File: src/design/weighted_motion_predictor_macros.svh
// Assertion macros shared by the weighted motion predictor RTL.
`ifndef WEIGHTED_MOTION_PREDICTOR_MACROS_SVH
`define WEIGHTED_MOTION_PREDICTOR_MACROS_SVH

`ifndef NO_ASSERTIONS
// Same-cycle implication, sampled on clk, off during rst.
`define WMP_ASSERT_IMPL(lbl, ante, cons) \
  lbl: assert property (@(posedge clk) disable iff (rst) (ante) |-> (cons)) \
    else $error("same-cycle check failed");
// Next-cycle implication, sampled on clk, off during rst.
`define WMP_ASSERT_NEXT(lbl, ante, cons) \
  lbl: assert property (@(posedge clk) disable iff (rst) (ante) |=> (cons)) \
    else $error("next-cycle check failed");
`else
`define WMP_ASSERT_IMPL(lbl, ante, cons)
`define WMP_ASSERT_NEXT(lbl, ante, cons)
`endif

`endif

File: src/design/wmp_pkg.sv
// Package: widths, stage-advance struct and divider constants of the predictor.
package wmp_pkg;

  localparam int COORD_BITS = 12;
  localparam int DEPTH      = 5;
  localparam int CNT_BITS   = 3;
  localparam int OUT_BITS   = 14;

  localparam int TERM_BITS  = COORD_BITS + 3;
  localparam int SUM_BITS   = COORD_BITS + 5;
  localparam int T_BITS     = COORD_BITS + 4;
  localparam int K_SHIFT    = T_BITS + 4;
  localparam int RECIP_BITS = K_SHIFT + 1;
  localparam int PROD_BITS  = T_BITS + RECIP_BITS;
  localparam int WIDE_BITS  = (COORD_BITS + 5 > OUT_BITS) ? COORD_BITS + 5 : OUT_BITS;

  localparam logic [RECIP_BITS-1:0] RECIP_D1 = {1'b1, {K_SHIFT{1'b0}}};
  localparam logic [RECIP_BITS-1:0] RECIP_D3 =
    RECIP_BITS'(((64'd1 << K_SHIFT) + 64'd2) / 64'd3);
  localparam logic [RECIP_BITS-1:0] RECIP_D6 =
    RECIP_BITS'(((64'd1 << K_SHIFT) + 64'd5) / 64'd6);
  localparam logic [RECIP_BITS-1:0] RECIP_D10 =
    RECIP_BITS'(((64'd1 << K_SHIFT) + 64'd9) / 64'd10);

  typedef struct packed {
    logic s1;
    logic s2;
    logic s3;
    logic s4;
  } wmp_adv_t;

  // Reciprocal of the weight total m(m+1)/2 for a given point count.
  function automatic logic [RECIP_BITS-1:0] recip(input logic [CNT_BITS-1:0] cnt);
    logic [RECIP_BITS-1:0] r;
    unique case (cnt)
      3'd3:    r = RECIP_D3;
      3'd4:    r = RECIP_D6;
      3'd5:    r = RECIP_D10;
      default: r = RECIP_D1;
    endcase
    return r;
  endfunction

  // Half the weight total, rounded down: turns floor division into round-half-up.
  function automatic logic [T_BITS-1:0] half(input logic [CNT_BITS-1:0] cnt);
    logic [T_BITS-1:0] h;
    unique case (cnt)
      3'd3:    h = T_BITS'(1);
      3'd4:    h = T_BITS'(3);
      3'd5:    h = T_BITS'(5);
      default: h = '0;
    endcase
    return h;
  endfunction

endpackage

File: src/design/wmp_cell.sv
// History cell: one stored point plus its weighted difference to the older neighbor.
module wmp_cell
  import wmp_pkg::*;
(
  input  logic                        clk,
  input  logic                        advance,
  input  logic [COORD_BITS-1:0]       din_x,
  input  logic [COORD_BITS-1:0]       din_y,
  input  logic [COORD_BITS-1:0]       down_x,
  input  logic [COORD_BITS-1:0]       down_y,
  input  logic [CNT_BITS-1:0]         weight,
  output logic [COORD_BITS-1:0]       point_x,
  output logic [COORD_BITS-1:0]       point_y,
  output logic signed [TERM_BITS-1:0] term_x,
  output logic signed [TERM_BITS-1:0] term_y
);

  logic signed [COORD_BITS:0]  diff_x;
  logic signed [COORD_BITS:0]  diff_y;
  logic signed [TERM_BITS-1:0] wgt;

  // Take the upstream point on each accepted request.
  always_ff @(posedge clk) begin
    if (advance) begin
      point_x <= din_x;
      point_y <= din_y;
    end
  end

  assign diff_x = $signed({1'b0, point_x}) - $signed({1'b0, down_x});
  assign diff_y = $signed({1'b0, point_y}) - $signed({1'b0, down_y});
  assign wgt    = TERM_BITS'($signed({1'b0, weight}));
  // Drop the term outright at zero weight: the points behind it may never
  // have been written.
  assign term_x = (weight == '0) ? TERM_BITS'(0) : TERM_BITS'(diff_x) * wgt;
  assign term_y = (weight == '0) ? TERM_BITS'(0) : TERM_BITS'(diff_y) * wgt;

endmodule

File: src/design/wmp_div.sv
// Rounding divider for one coordinate: weighted sum / weight total, plus newest point.
module wmp_div
  import wmp_pkg::*;
(
  input  logic                       clk,
  input  wmp_adv_t                   adv,
  input  logic signed [SUM_BITS-1:0] sum,
  input  logic [COORD_BITS-1:0]      h0,
  input  logic [CNT_BITS-1:0]        cnt_s1,
  input  logic [CNT_BITS-1:0]        cnt_s2,
  output logic [OUT_BITS-1:0]        pred
);

  logic [T_BITS-1:0]     t;
  logic                  neg2;
  logic [COORD_BITS-1:0] h0_2;
  logic [PROD_BITS-1:0]  prod;
  logic                  neg3;
  logic [COORD_BITS-1:0] h0_3;

  logic [SUM_BITS-1:0]   sum_abs;
  logic [T_BITS-1:0]     q;
  logic [WIDE_BITS-1:0]  delta;
  logic [WIDE_BITS-1:0]  pred_wide;

  assign sum_abs = sum[SUM_BITS-1] ? SUM_BITS'(-sum) : SUM_BITS'(sum);

  // Magnitude plus half the divisor, multiply by the reciprocal, then register the prediction.
  always_ff @(posedge clk) begin
    if (adv.s2) begin
      t    <= sum_abs[T_BITS-1:0] + half(cnt_s1);
      neg2 <= sum[SUM_BITS-1];
      h0_2 <= h0;
    end
    if (adv.s3) begin
      prod <= PROD_BITS'(t) * PROD_BITS'(recip(cnt_s2));
      neg3 <= neg2;
      h0_3 <= h0_2;
    end
    if (adv.s4) begin
      pred <= pred_wide[OUT_BITS-1:0];
    end
  end

  assign q         = prod[K_SHIFT +: T_BITS];
  assign delta     = neg3 ? WIDE_BITS'(-WIDE_BITS'(q)) : WIDE_BITS'(q);
  assign pred_wide = WIDE_BITS'(h0_3) + delta;

endmodule

File: src/design/weighted_motion_predictor.sv
// Top level: weighted-average motion predictor over a five-point history chain.
//
//  channel | signals                                   | handshake
//  --------+-------------------------------------------+---------------------
//  input   | center_x, center_y, restart               | in_valid / in_ready
//  output  | predicted_x, predicted_y, history_count   | out_valid / out_ready
//
// One request per cycle sustained while the output is not stalled; the history
// chain shifts once per request. An accepted request passes the sum stage,
// rounding, multiply and output register before its result goes valid.
// Reset clears the point count and all stage valid flags; history contents
// are left as they are, and zero-weight cells never pass them on.
// A stalled output holds only the full stages behind it; bubbles further up
// still close, so requests keep coming in while room remains.
`include "weighted_motion_predictor_macros.svh"

module weighted_motion_predictor
  import wmp_pkg::*;
(
  input  logic                  clk,
  input  logic                  rst,
  input  logic                  in_valid,
  output logic                  in_ready,
  input  logic [COORD_BITS-1:0] center_x,
  input  logic [COORD_BITS-1:0] center_y,
  input  logic                  restart,
  output logic                  out_valid,
  input  logic                  out_ready,
  output logic [OUT_BITS-1:0]   predicted_x,
  output logic [OUT_BITS-1:0]   predicted_y,
  output logic [CNT_BITS-1:0]   history_count
);

  // Stage 0 is the history chain and point count, valid while its newest
  // request has not yet moved into the sum stage.
  logic                  v0, v1, v2, v3;
  logic [CNT_BITS-1:0]   cnt;
  logic [CNT_BITS-1:0]   cnt_next;
  logic [CNT_BITS-1:0]   cnt1, cnt2, cnt3;
  logic                  accept;
  logic                  cnt_grows;
  wmp_adv_t              adv;

  logic [COORD_BITS-1:0]       px [DEPTH];
  logic [COORD_BITS-1:0]       py [DEPTH];
  logic [CNT_BITS-1:0]         wgt [DEPTH];
  logic signed [TERM_BITS-1:0] tx [DEPTH];
  logic signed [TERM_BITS-1:0] ty [DEPTH];

  logic signed [SUM_BITS-1:0] sum_x_next, sum_y_next;
  logic signed [SUM_BITS-1:0] s1_sum_x, s1_sum_y;
  logic [COORD_BITS-1:0]      s1_h0x, s1_h0y;

  // Each stage advances when it is empty or the one after it advances.
  always_comb begin
    adv.s4 = !out_valid || out_ready;
    adv.s3 = !v3 || adv.s4;
    adv.s2 = !v2 || adv.s3;
    adv.s1 = !v1 || adv.s2;
  end

  assign in_ready = !v0 || adv.s1;
  assign accept   = in_valid && in_ready;

  // Restart, or an empty history, begins a new track with this point;
  // otherwise count up and saturate at the chain depth.
  always_comb begin
    if (restart || cnt == '0) begin
      cnt_next = CNT_BITS'(1);
    end else if (cnt < CNT_BITS'(DEPTH)) begin
      cnt_next = cnt + CNT_BITS'(1);
    end else begin
      cnt_next = CNT_BITS'(DEPTH);
    end
  end

  assign cnt_grows = accept && !restart && cnt != '0 && cnt < CNT_BITS'(DEPTH);

  // Weight of cell k is m - k for the m = count - 1 live differences.
  always_comb begin
    for (int k = 0; k < DEPTH; k++) begin
      wgt[k] = (cnt > CNT_BITS'(k + 1)) ? cnt - CNT_BITS'(k + 1) : '0;
    end
  end

  for (genvar k = 0; k < DEPTH; k++) begin : g_cell
    logic [COORD_BITS-1:0] din_x, din_y, down_x, down_y;
    if (k == 0) begin : g_head
      assign din_x = center_x;
      assign din_y = center_y;
    end else begin : g_body
      assign din_x = px[k-1];
      assign din_y = py[k-1];
    end
    if (k == DEPTH - 1) begin : g_tail
      assign down_x = px[k];
      assign down_y = py[k];
    end else begin : g_link
      assign down_x = px[k+1];
      assign down_y = py[k+1];
    end
    wmp_cell u_cell (
      .clk     (clk),
      .advance (accept),
      .din_x   (din_x),
      .din_y   (din_y),
      .down_x  (down_x),
      .down_y  (down_y),
      .weight  (wgt[k]),
      .point_x (px[k]),
      .point_y (py[k]),
      .term_x  (tx[k]),
      .term_y  (ty[k])
    );
  end

  // Add up the weighted differences; the oldest cell always has weight zero.
  always_comb begin
    sum_x_next = '0;
    sum_y_next = '0;
    for (int k = 0; k < DEPTH - 1; k++) begin
      sum_x_next = sum_x_next + SUM_BITS'(tx[k]);
      sum_y_next = sum_y_next + SUM_BITS'(ty[k]);
    end
  end

  always_ff @(posedge clk) begin
    if (rst) begin
      cnt       <= '0;
      v0        <= 1'b0;
      v1        <= 1'b0;
      v2        <= 1'b0;
      v3        <= 1'b0;
      out_valid <= 1'b0;
    end else begin
      if (accept) begin
        cnt <= cnt_next;
      end
      if (accept) begin
        v0 <= 1'b1;
      end else if (adv.s1) begin
        v0 <= 1'b0;
      end
      if (adv.s1) v1 <= v0;
      if (adv.s2) v2 <= v1;
      if (adv.s3) v3 <= v2;
      if (adv.s4) out_valid <= v3;
    end
  end

  // Payload side of the stages: hold while stalled.
  always_ff @(posedge clk) begin
    if (adv.s1) begin
      s1_sum_x <= sum_x_next;
      s1_sum_y <= sum_y_next;
      s1_h0x   <= px[0];
      s1_h0y   <= py[0];
      cnt1     <= cnt;
    end
    if (adv.s2) cnt2 <= cnt1;
    if (adv.s3) cnt3 <= cnt2;
    if (adv.s4) history_count <= cnt3;
  end

  wmp_div u_div_x (
    .clk    (clk),
    .adv    (adv),
    .sum    (s1_sum_x),
    .h0     (s1_h0x),
    .cnt_s1 (cnt1),
    .cnt_s2 (cnt2),
    .pred   (predicted_x)
  );

  wmp_div u_div_y (
    .clk    (clk),
    .adv    (adv),
    .sum    (s1_sum_y),
    .h0     (s1_h0y),
    .cnt_s1 (cnt1),
    .cnt_s2 (cnt2),
    .pred   (predicted_y)
  );

  `WMP_ASSERT_NEXT(a_restart_one, accept && restart, cnt == CNT_BITS'(1))
  `WMP_ASSERT_NEXT(a_count_step, cnt_grows, cnt == $past(cnt) + CNT_BITS'(1))
  `WMP_ASSERT_NEXT(a_single_zero, v0 && adv.s1 && cnt <= CNT_BITS'(1), s1_sum_x == '0 && s1_sum_y == '0)
  `WMP_ASSERT_IMPL(a_empty_ready, !out_valid, in_ready)

endmodule

File: config.mk
export PLATFORM = sky130hd
export DESIGN_NAME = weighted_motion_predictor
export DESIGN_NICKNAME = d
export VERILOG_FILES = /design/src/design/wmp_pkg.sv /design/src/design/wmp_cell.sv /design/src/design/wmp_div.sv /design/src/design/weighted_motion_predictor.sv
export VERILOG_INCLUDE_DIRS = /design/src /design/src/design
export SDC_FILE = /design/constraint.sdc
export NUM_CORES = 2
export LEC_CHECK = 0
export ABC_CLOCK_PERIOD_IN_PS = 7200
export BUFFER_PORTS_ARGS = -buffer_cell sky130_fd_sc_hd__clkbuf_2
export CORE_MARGIN = 1
export CORE_UTILIZATION = 60
export DETAILED_ROUTE_END_ITERATION = 8
export MAX_ROUTING_LAYER = met4
export PLACE_DENSITY = 0.78
export SYNTH_ARGS = -nofsm -noshare
export SYNTH_HDL_FRONTEND = slang
export SYNTH_SLANG_ARGS = --single-unit
export TNS_END_PERCENT = 50
File: constraint.sdc
create_clock -name clk -period 7.2 [get_ports clk]
set_clock_uncertainty 0.2 [all_clocks]
set_input_delay 1.44 -clock clk [delete_from_list [all_inputs] [get_ports clk]]
set_output_delay 1.44 -clock clk [all_outputs]
set_load 0.1 [all_outputs]
== Word level (Yosys, flattened, before mapping) ==
Cells that the tools add are included.

* Register bits: 378
* Bits of input ports: 29
* Output and inout bits: 33
* Logic and storage cells: 128

* $add $sub $neg: 27
* Multipliers: 10
* Order comparisons: 5
* Eq/ne operators: 6
* Muxes and demuxes: 24
* Reductions and logical operators: 18

{| class="wikitable"
|+ Operators with widths
! operator !! number
|-
| 13-bit by 4-bit multiplier with 15-bit output || 8
|-
| 15-bit two-way mux || 8
|-
| 12-bit by 12-bit subtractor with 13-bit output || 8
|-
| 16-bit by 21-bit multiplier with 34-bit output || 2
|-
| 21-bit case mux with 3 select lines || 1
|-
| 16-bit two-way mux || 3
|-
| 16-bit by 15-bit adder with 17-bit output || 2
|-
| 17-bit by 15-bit adder with 17-bit output || 2
|-
| 15-bit by 15-bit adder with 16-bit output || 2
|-
| 16-bit adder || 2
|-
| 16-bit negator || 2
|-
| 12-bit by 14-bit adder with 14-bit output || 2
|-
| 14-bit two-way mux || 2
|-
| 14-bit negator || 2
|-
| 21-bit two-way mux || 1
|-
| 3-bit two-way mux || 6
|-
| 3-bit logical NOT || 5
|-
| 3-bit == test (second input constant) || 4
|-
| 3-bit case mux with 3 select lines || 1
|-
| 3-bit by 2-bit == test with 1-bit output (second input constant) || 2
|-
| 3-bit by 2-bit > comparator with 1-bit output (second input constant) || 2
|-
| 1-bit logical OR || 6
|-
| 3-bit by 2-bit subtractor with 3-bit output (second input constant) || 2
|-
| 1-bit logical NOT || 5
|-
| 9 further kinds || 10
|}

== Longest topological paths before layout ==
* Depth in word-level cells: 8
* Depth in mapped cells: 33
* Depth with buffers taken out: 32

== Hierarchy ==
From an unflattened synthesis, not the netlist that was laid out.

* Cells, all modules: 5559
* Area, all modules: 50098.0 um2

{| class="wikitable"
|+ By module, submodules not included
! module !! instances !! cells each !! area each (um2) !! sequential area each (um2)
|-
| wmp_cell || 5 || 584 || 4624.4 || 720.7
|-
| wmp_div at u_div_y || 1 || 1056 || 10628.9 || 2102.0
|-
| wmp_div at u_div_x || 1 || 1040 || 10518.8 || 2102.0
|-
| weighted_motion_predictor || 1 || 543 || 5828.1 || 2262.2
|}

== Least setup slack after synthesis ==
OpenSTA, ideal clock, no wires.

* Kind: reg2reg
* Start point: register cnt2[0]
* End point: register u_div_y.prod[32], data pin
* Library setup time: 0.269 ns
* Arrival time: 6.953 ns
* Data required time: 6.731 ns
* Setup slack: -0.223 ns
* Cell stages (with the launch flop): 27
* Buffers on the path: 3
* Period minus slack after synthesis: 7.423 ns
* Cell sequence: edfxtp_1 buf_2 nand2_1 nor2_1 clkbuf_1 clkbuf_1 nand2_1 nand2_1 nand2_1 fa_1 fa_1 inv_1 fa_1 fa_1 fa_1 inv_1 fa_1 inv_1 ha_1 a21oi_1 nor2_1 a211oi_1 o21ai_1 a2111oi_2 o31ai_1 a2111oi_0 nor3_1

* Word-level cells in the longest chain between the ends: 4
* Elaborated cells on any way between the ends: 6
* Those cells by class: mul (1); eq/ne (3); mux (2)

{| class="wikitable"
|+ RTL lines
! element !! RTL line !! source
|-
| start: declaration || weighted_motion_predictor.sv:39 || <nowiki>logic [CNT_BITS-1:0] cnt1, cnt2, cnt3;</nowiki>
|-
| start signal: assignment || weighted_motion_predictor.sv:160 || <nowiki>if (adv.s2) cnt2 <= cnt1;</nowiki>
|-
| 3-bit == test or 3-bit by 2-bit == test with 1-bit output (tied branches) || wmp_pkg.sv:35 || <nowiki>unique case (cnt)</nowiki>
|-
| 21-bit case mux with 3 select lines * || wmp_pkg.sv:35 ||
|-
| 21-bit two-way mux * || wmp_div.sv:35 || <nowiki>if (adv.s3) begin</nowiki>
|-
| 16-bit by 21-bit multiplier with 34-bit output * || wmp_div.sv:36 || <nowiki>prod <= PROD_BITS'(t) * PROD_BITS'(recip(cnt_s2));</nowiki>
|-
| end signal: assignment || wmp_div.sv:36 ||
|-
| end: declaration || wmp_div.sv:17 || <nowiki>logic [PROD_BITS-1:0] prod;</nowiki>
|}

Mark *: on every way between the ends. The rest lies on a longest branch, timed or not. The select of a mux whose other input is x is not followed.
A chain may end at the register's enable or synchronous reset.

== Worst setup path in the final report ==
* Start point: register cnt2[1]
* End point: register u_div_x.prod[33], data pin

* Word-level cells in the longest chain between the ends: 4
* Elaborated cells on any way between the ends: 6
* Those cells by class: mul (1); eq/ne (3); mux (2)

{| class="wikitable"
|+ RTL lines
! element !! RTL line
|-
| 3-bit == test or 3-bit by 2-bit == test with 1-bit output (tied branches) || wmp_pkg.sv:35
|-
| 21-bit case mux with 3 select lines * || wmp_pkg.sv:35
|-
| 21-bit two-way mux * || wmp_div.sv:35
|-
| 16-bit by 21-bit multiplier with 34-bit output * || wmp_div.sv:36
|-
| end signal: assignment || wmp_div.sv:36
|-
| end: declaration || wmp_div.sv:17
|}

Marked as above.

==> summary.txt <==
Clock network
  – Worst skew pair latency: 0.58 ns
  – CTS tree: built
  – Clock Sinks: 338
  – Worst-path clk slew: 0.06 ns
  – H-tree depth: 2
  – Clk buf depth: 3
  – Clock Root Buffer: clkbuf_16
  – Num CTS Buffers: 41

Timing
  – Final min period: 7.038 ns
  – Fin. Hold Viols: 0
  – RSZ-0062 raised after global routing: yes
  – Setup TNS: 0 ns
  – Slew headroom: 34.85%
  – Final Max Tran Viols: 0
  – Fin crit share: 97.75%
  – Min Hold Slack: 0.1891 ns
  – Worst-Margin Slew: 0.9773 ns
  – Final Setup Violations: 0
  – Final worst setup slack: 0.1619 ns
  – F_max: 142.1 MHz

Setup path
  – Worst path bufs/invs: 9
  – Slowest Stage Delay on Critical Path: 0.58 ns
  – Worst EP required: 7.32 ns
  – Crit Path Max Fanout: 9
  – Crit. End Element: register
  – Slowest CP cell: fa_1
  – Worst R2R End: u_div_x.prod[33]$_DFFE_PP_
  – Setup CP Type: register to register
  – Crit path max-delay family: adder cells
  – Depth of the worst register-to-register path: 26
  – Most frequent CP cell: fa_1
  – Reg-to-Reg Start: cnt2[1]$_DFFE_PP_
  – CP startpoint kind: register
  – Crit path DAT: 7.16 ns
  – Flop-to-flop setup slack: 0.16 ns

Final layout
  – NumNets Final: 6106
  – Layout cells sized above 1: 12.19%
  – Filler instances: 5558
  – Synth-to-layout area growth: 11.82%
  – N_diodes: 0
  – Final Cell Area: 49780 µm²
  – Post-Layout Cell Count: 5989
  – Final core occ: 68.00%

Synthesis
  – Synth cell count leaders: inv_1, ha_1, fa_1
  – Cell area after synthesis: 44520 µm²
  – Yosys reg bits: 338
  – Post-synth EDFFs: 330
  – Register area share after synthesis: 22.62%
  – Synth top area cells: fa_1, edfxtp_1, ha_1
  – Netlist cell types: 81
  – Most instantiated library cell after synthesis: inv_1
  – Largest area contributor in the netlist: fa_1
  – Share of the synthesized area in the top cell type: 22.75%
  – YS warnings: 0
  – Post-Syn Instances: 4766
  – Post-synthesis average cell area: 9.341 µm²
  – Ys flop type: edfxtp_1
  – Asr flop ratio synth: 0%

Route
  – DRT iter0 DRCs: 2048
  – Post-route ant nets: 0
  – Avg WL per Cell: 17.31 µm
  – Drt via density: 5.493
  – Detailed Route WL: 103.7 mm
  – DRC viols: 2
  – Via Count: 32.90k
  – DRT Pass-1 Iters: 8

Placed design
  – Dpl cell area: 46940 µm²
  – Port Buffer Count: 61
  – Post-DP HPWL: 84.38 mm
  – DP Worst Slack: -0.1593 ns
  – GPL Wtd Cong: 0.9832
  – Placed insts: 5878

GRT
  – First-pass GRT wire length: 163.2 mm
  – Antenna violations before repair: 4
  – GRT overflow: 0
  – Vias in the first global route: 32.35k
  – Pin count of the biggest net entering global routing: 65
  – Overall global routing resource usage: 28.26%

Floorplanning
  – Core Region: 73210 µm²
  – Cell row count: 99
  – Die X: 274.4 µm
  – Die area: 75290 µm²
  – Die height: 274.4 µm
  – Starting density of the core: 60.81%
  – Io pins: 62

Power and ir drop
  – Total power: 6.432 mW
  – PwrDens: 129.2 nW/µm²
  – LEAKAGE: 25.82 nW
  – Max IR drop VDD: 0.2022 mV

Run status
  – Status: finished, violations left
  – Failing checks: design-rule violations

Worst hold path
  – Hold Path Class: register to register
  – Hold_sp: u_div_x.h0_2[2]$_DFFE_PP_
  – Worst Hold Path Cells: 0
  – Hold EP: u_div_x.h0_3[2]$_DFFE_PP_

Flow run
  – Max-cap violation count: 0
## state kept, by name, summed over array words and instances (netlist names), 16 cells and up
signal / count
u_div_y.t: 16
s1_sum_y: 17
g_cell.u_cell.point_x: 60
s1_sum_x: 17
g_cell.u_cell.point_y: 60
u_div_x.t: 16
## area by class of cell
class                   count  area (µm²)  area share [%]
inverters                1069        4015           8.065
clock inverters            26       254.0          0.5102
multi-input cells        3312       31440           63.16
flip-flops and latches    338       10070           20.23
clock buffers              44        1037           2.084
well taps                 959        1200           2.410
repair buffers            241        1760           3.536
## metal layers
| layer | wire [µm] | global-route usage (%) |
|---|---|---|
| met1 | 46090 | 37.83 |
| met2 | 49510 | 45.95 |
| met3 | 5104 | 2.689 |
| met4 | 2949 | 7.865 |
| met5 | 0 | - |
## worst register-to-register path: stages, from the launching register on
cell and delay (ns):
edfxtp_1 0.47, nor2b_4 0.24, buf_12 0.16, buf_6 0.12, buf_8 0.13, nand2_1 0.10, or2_4 0.25, fa_1 0.58
inv_2 0.07, fa_1 0.55, inv_1 0.06, fa_1 0.48, inv_1 0.05, fa_1 0.45, fa_1 0.49, inv_1 0.05
fa_1 0.47, inv_1 0.04, ha_1 0.31, nand4_1 0.14, a211oi_2 0.38, a2111oi_4 0.12, buf_4 0.18, o31ai_4 0.27
a31oi_4 0.13, o21bai_1 0.20, xnor2_1 0.09
## placed cells by master, fill, tap and decap left out, types with 22 or more instances in the layout
master	Yosys	layout
xnor2_1	209	194
edfxtp_1	330	330
nand2b_1	48	47
fa_1	506	482
a21oi_2	0	32
or2_2	66	60
or3_1	51	51
o21ai_1	14	31
clkbuf_16	0	43
nand2_1	325	304
nor3_1	93	80
xor2_1	118	106
inv_1	1067	1049
and2_1	66	62
clkbuf_2	0	61
nor2b_1	71	67
and3_1	22	22
ha_4	0	24
o31ai_1	26	23
conb_1	1	24
o21a_1	24	24
buf_4	0	170
o21ai_0	137	113
a21o_1	59	59
ha_1	568	530
o211ai_1	27	27
nand3_1	68	68
a21oi_1	203	169
fa_2	0	24
nor2_1	356	346
## worst max-delay path by stage
stage	start	endpoint	cells after the start
after global placement	cnt2[2]$_DFFE_PP_	u_div_y.prod[33]$_DFFE_PP_	27
final	cnt2[1]$_DFFE_PP_	u_div_x.prod[33]$_DFFE_PP_	26
after global routing	cnt2[1]$_DFFE_PP_	u_div_y.prod[32]$_DFFE_PP_	27
after detailed placement	cnt2[1]$_DFFE_PP_	u_div_x.prod[31]$_DFFE_PP_	26
after floorplan	cnt[0]$_SDFFE_PP0P_	s1_sum_y[16]$_DFFE_PP_	31
after CTS	cnt2[1]$_DFFE_PP_	u_div_x.prod[31]$_DFFE_PP_	26
## logic make-up (layout without fill, tap and decap cells)
kind of cell,after synthesis,count (layout),synth area share [%]
and+or+nand+nor,1234,1234,13.27
buffers and inverters,1139,1380,9.643
adders and majority gates,1074,1074,38.72
AOI/OAI and AO/OA,650,650,9.241
DFF,338,338,22.62
xor gates and xnor gates,327,327,6.433
muxes,3,3,0.06745
other,1,24,0.008423
## repair_timing
action	4_1_cts	5_1_grt
setup endpoints to repair	14	29
cloned	0	2
pin swaps	1	137
setup buffers	0	39
resized for setup	10	269
hold buffers	0	0
## power by group
part	switching, mW	leakage [nW]	internal, mW
registers	0.132	3.64	2.37
clock network	0.865	0.618	1.19
logic	1.23	21.6	0.644
Note: power is estimated with default switching activity, not from simulation.
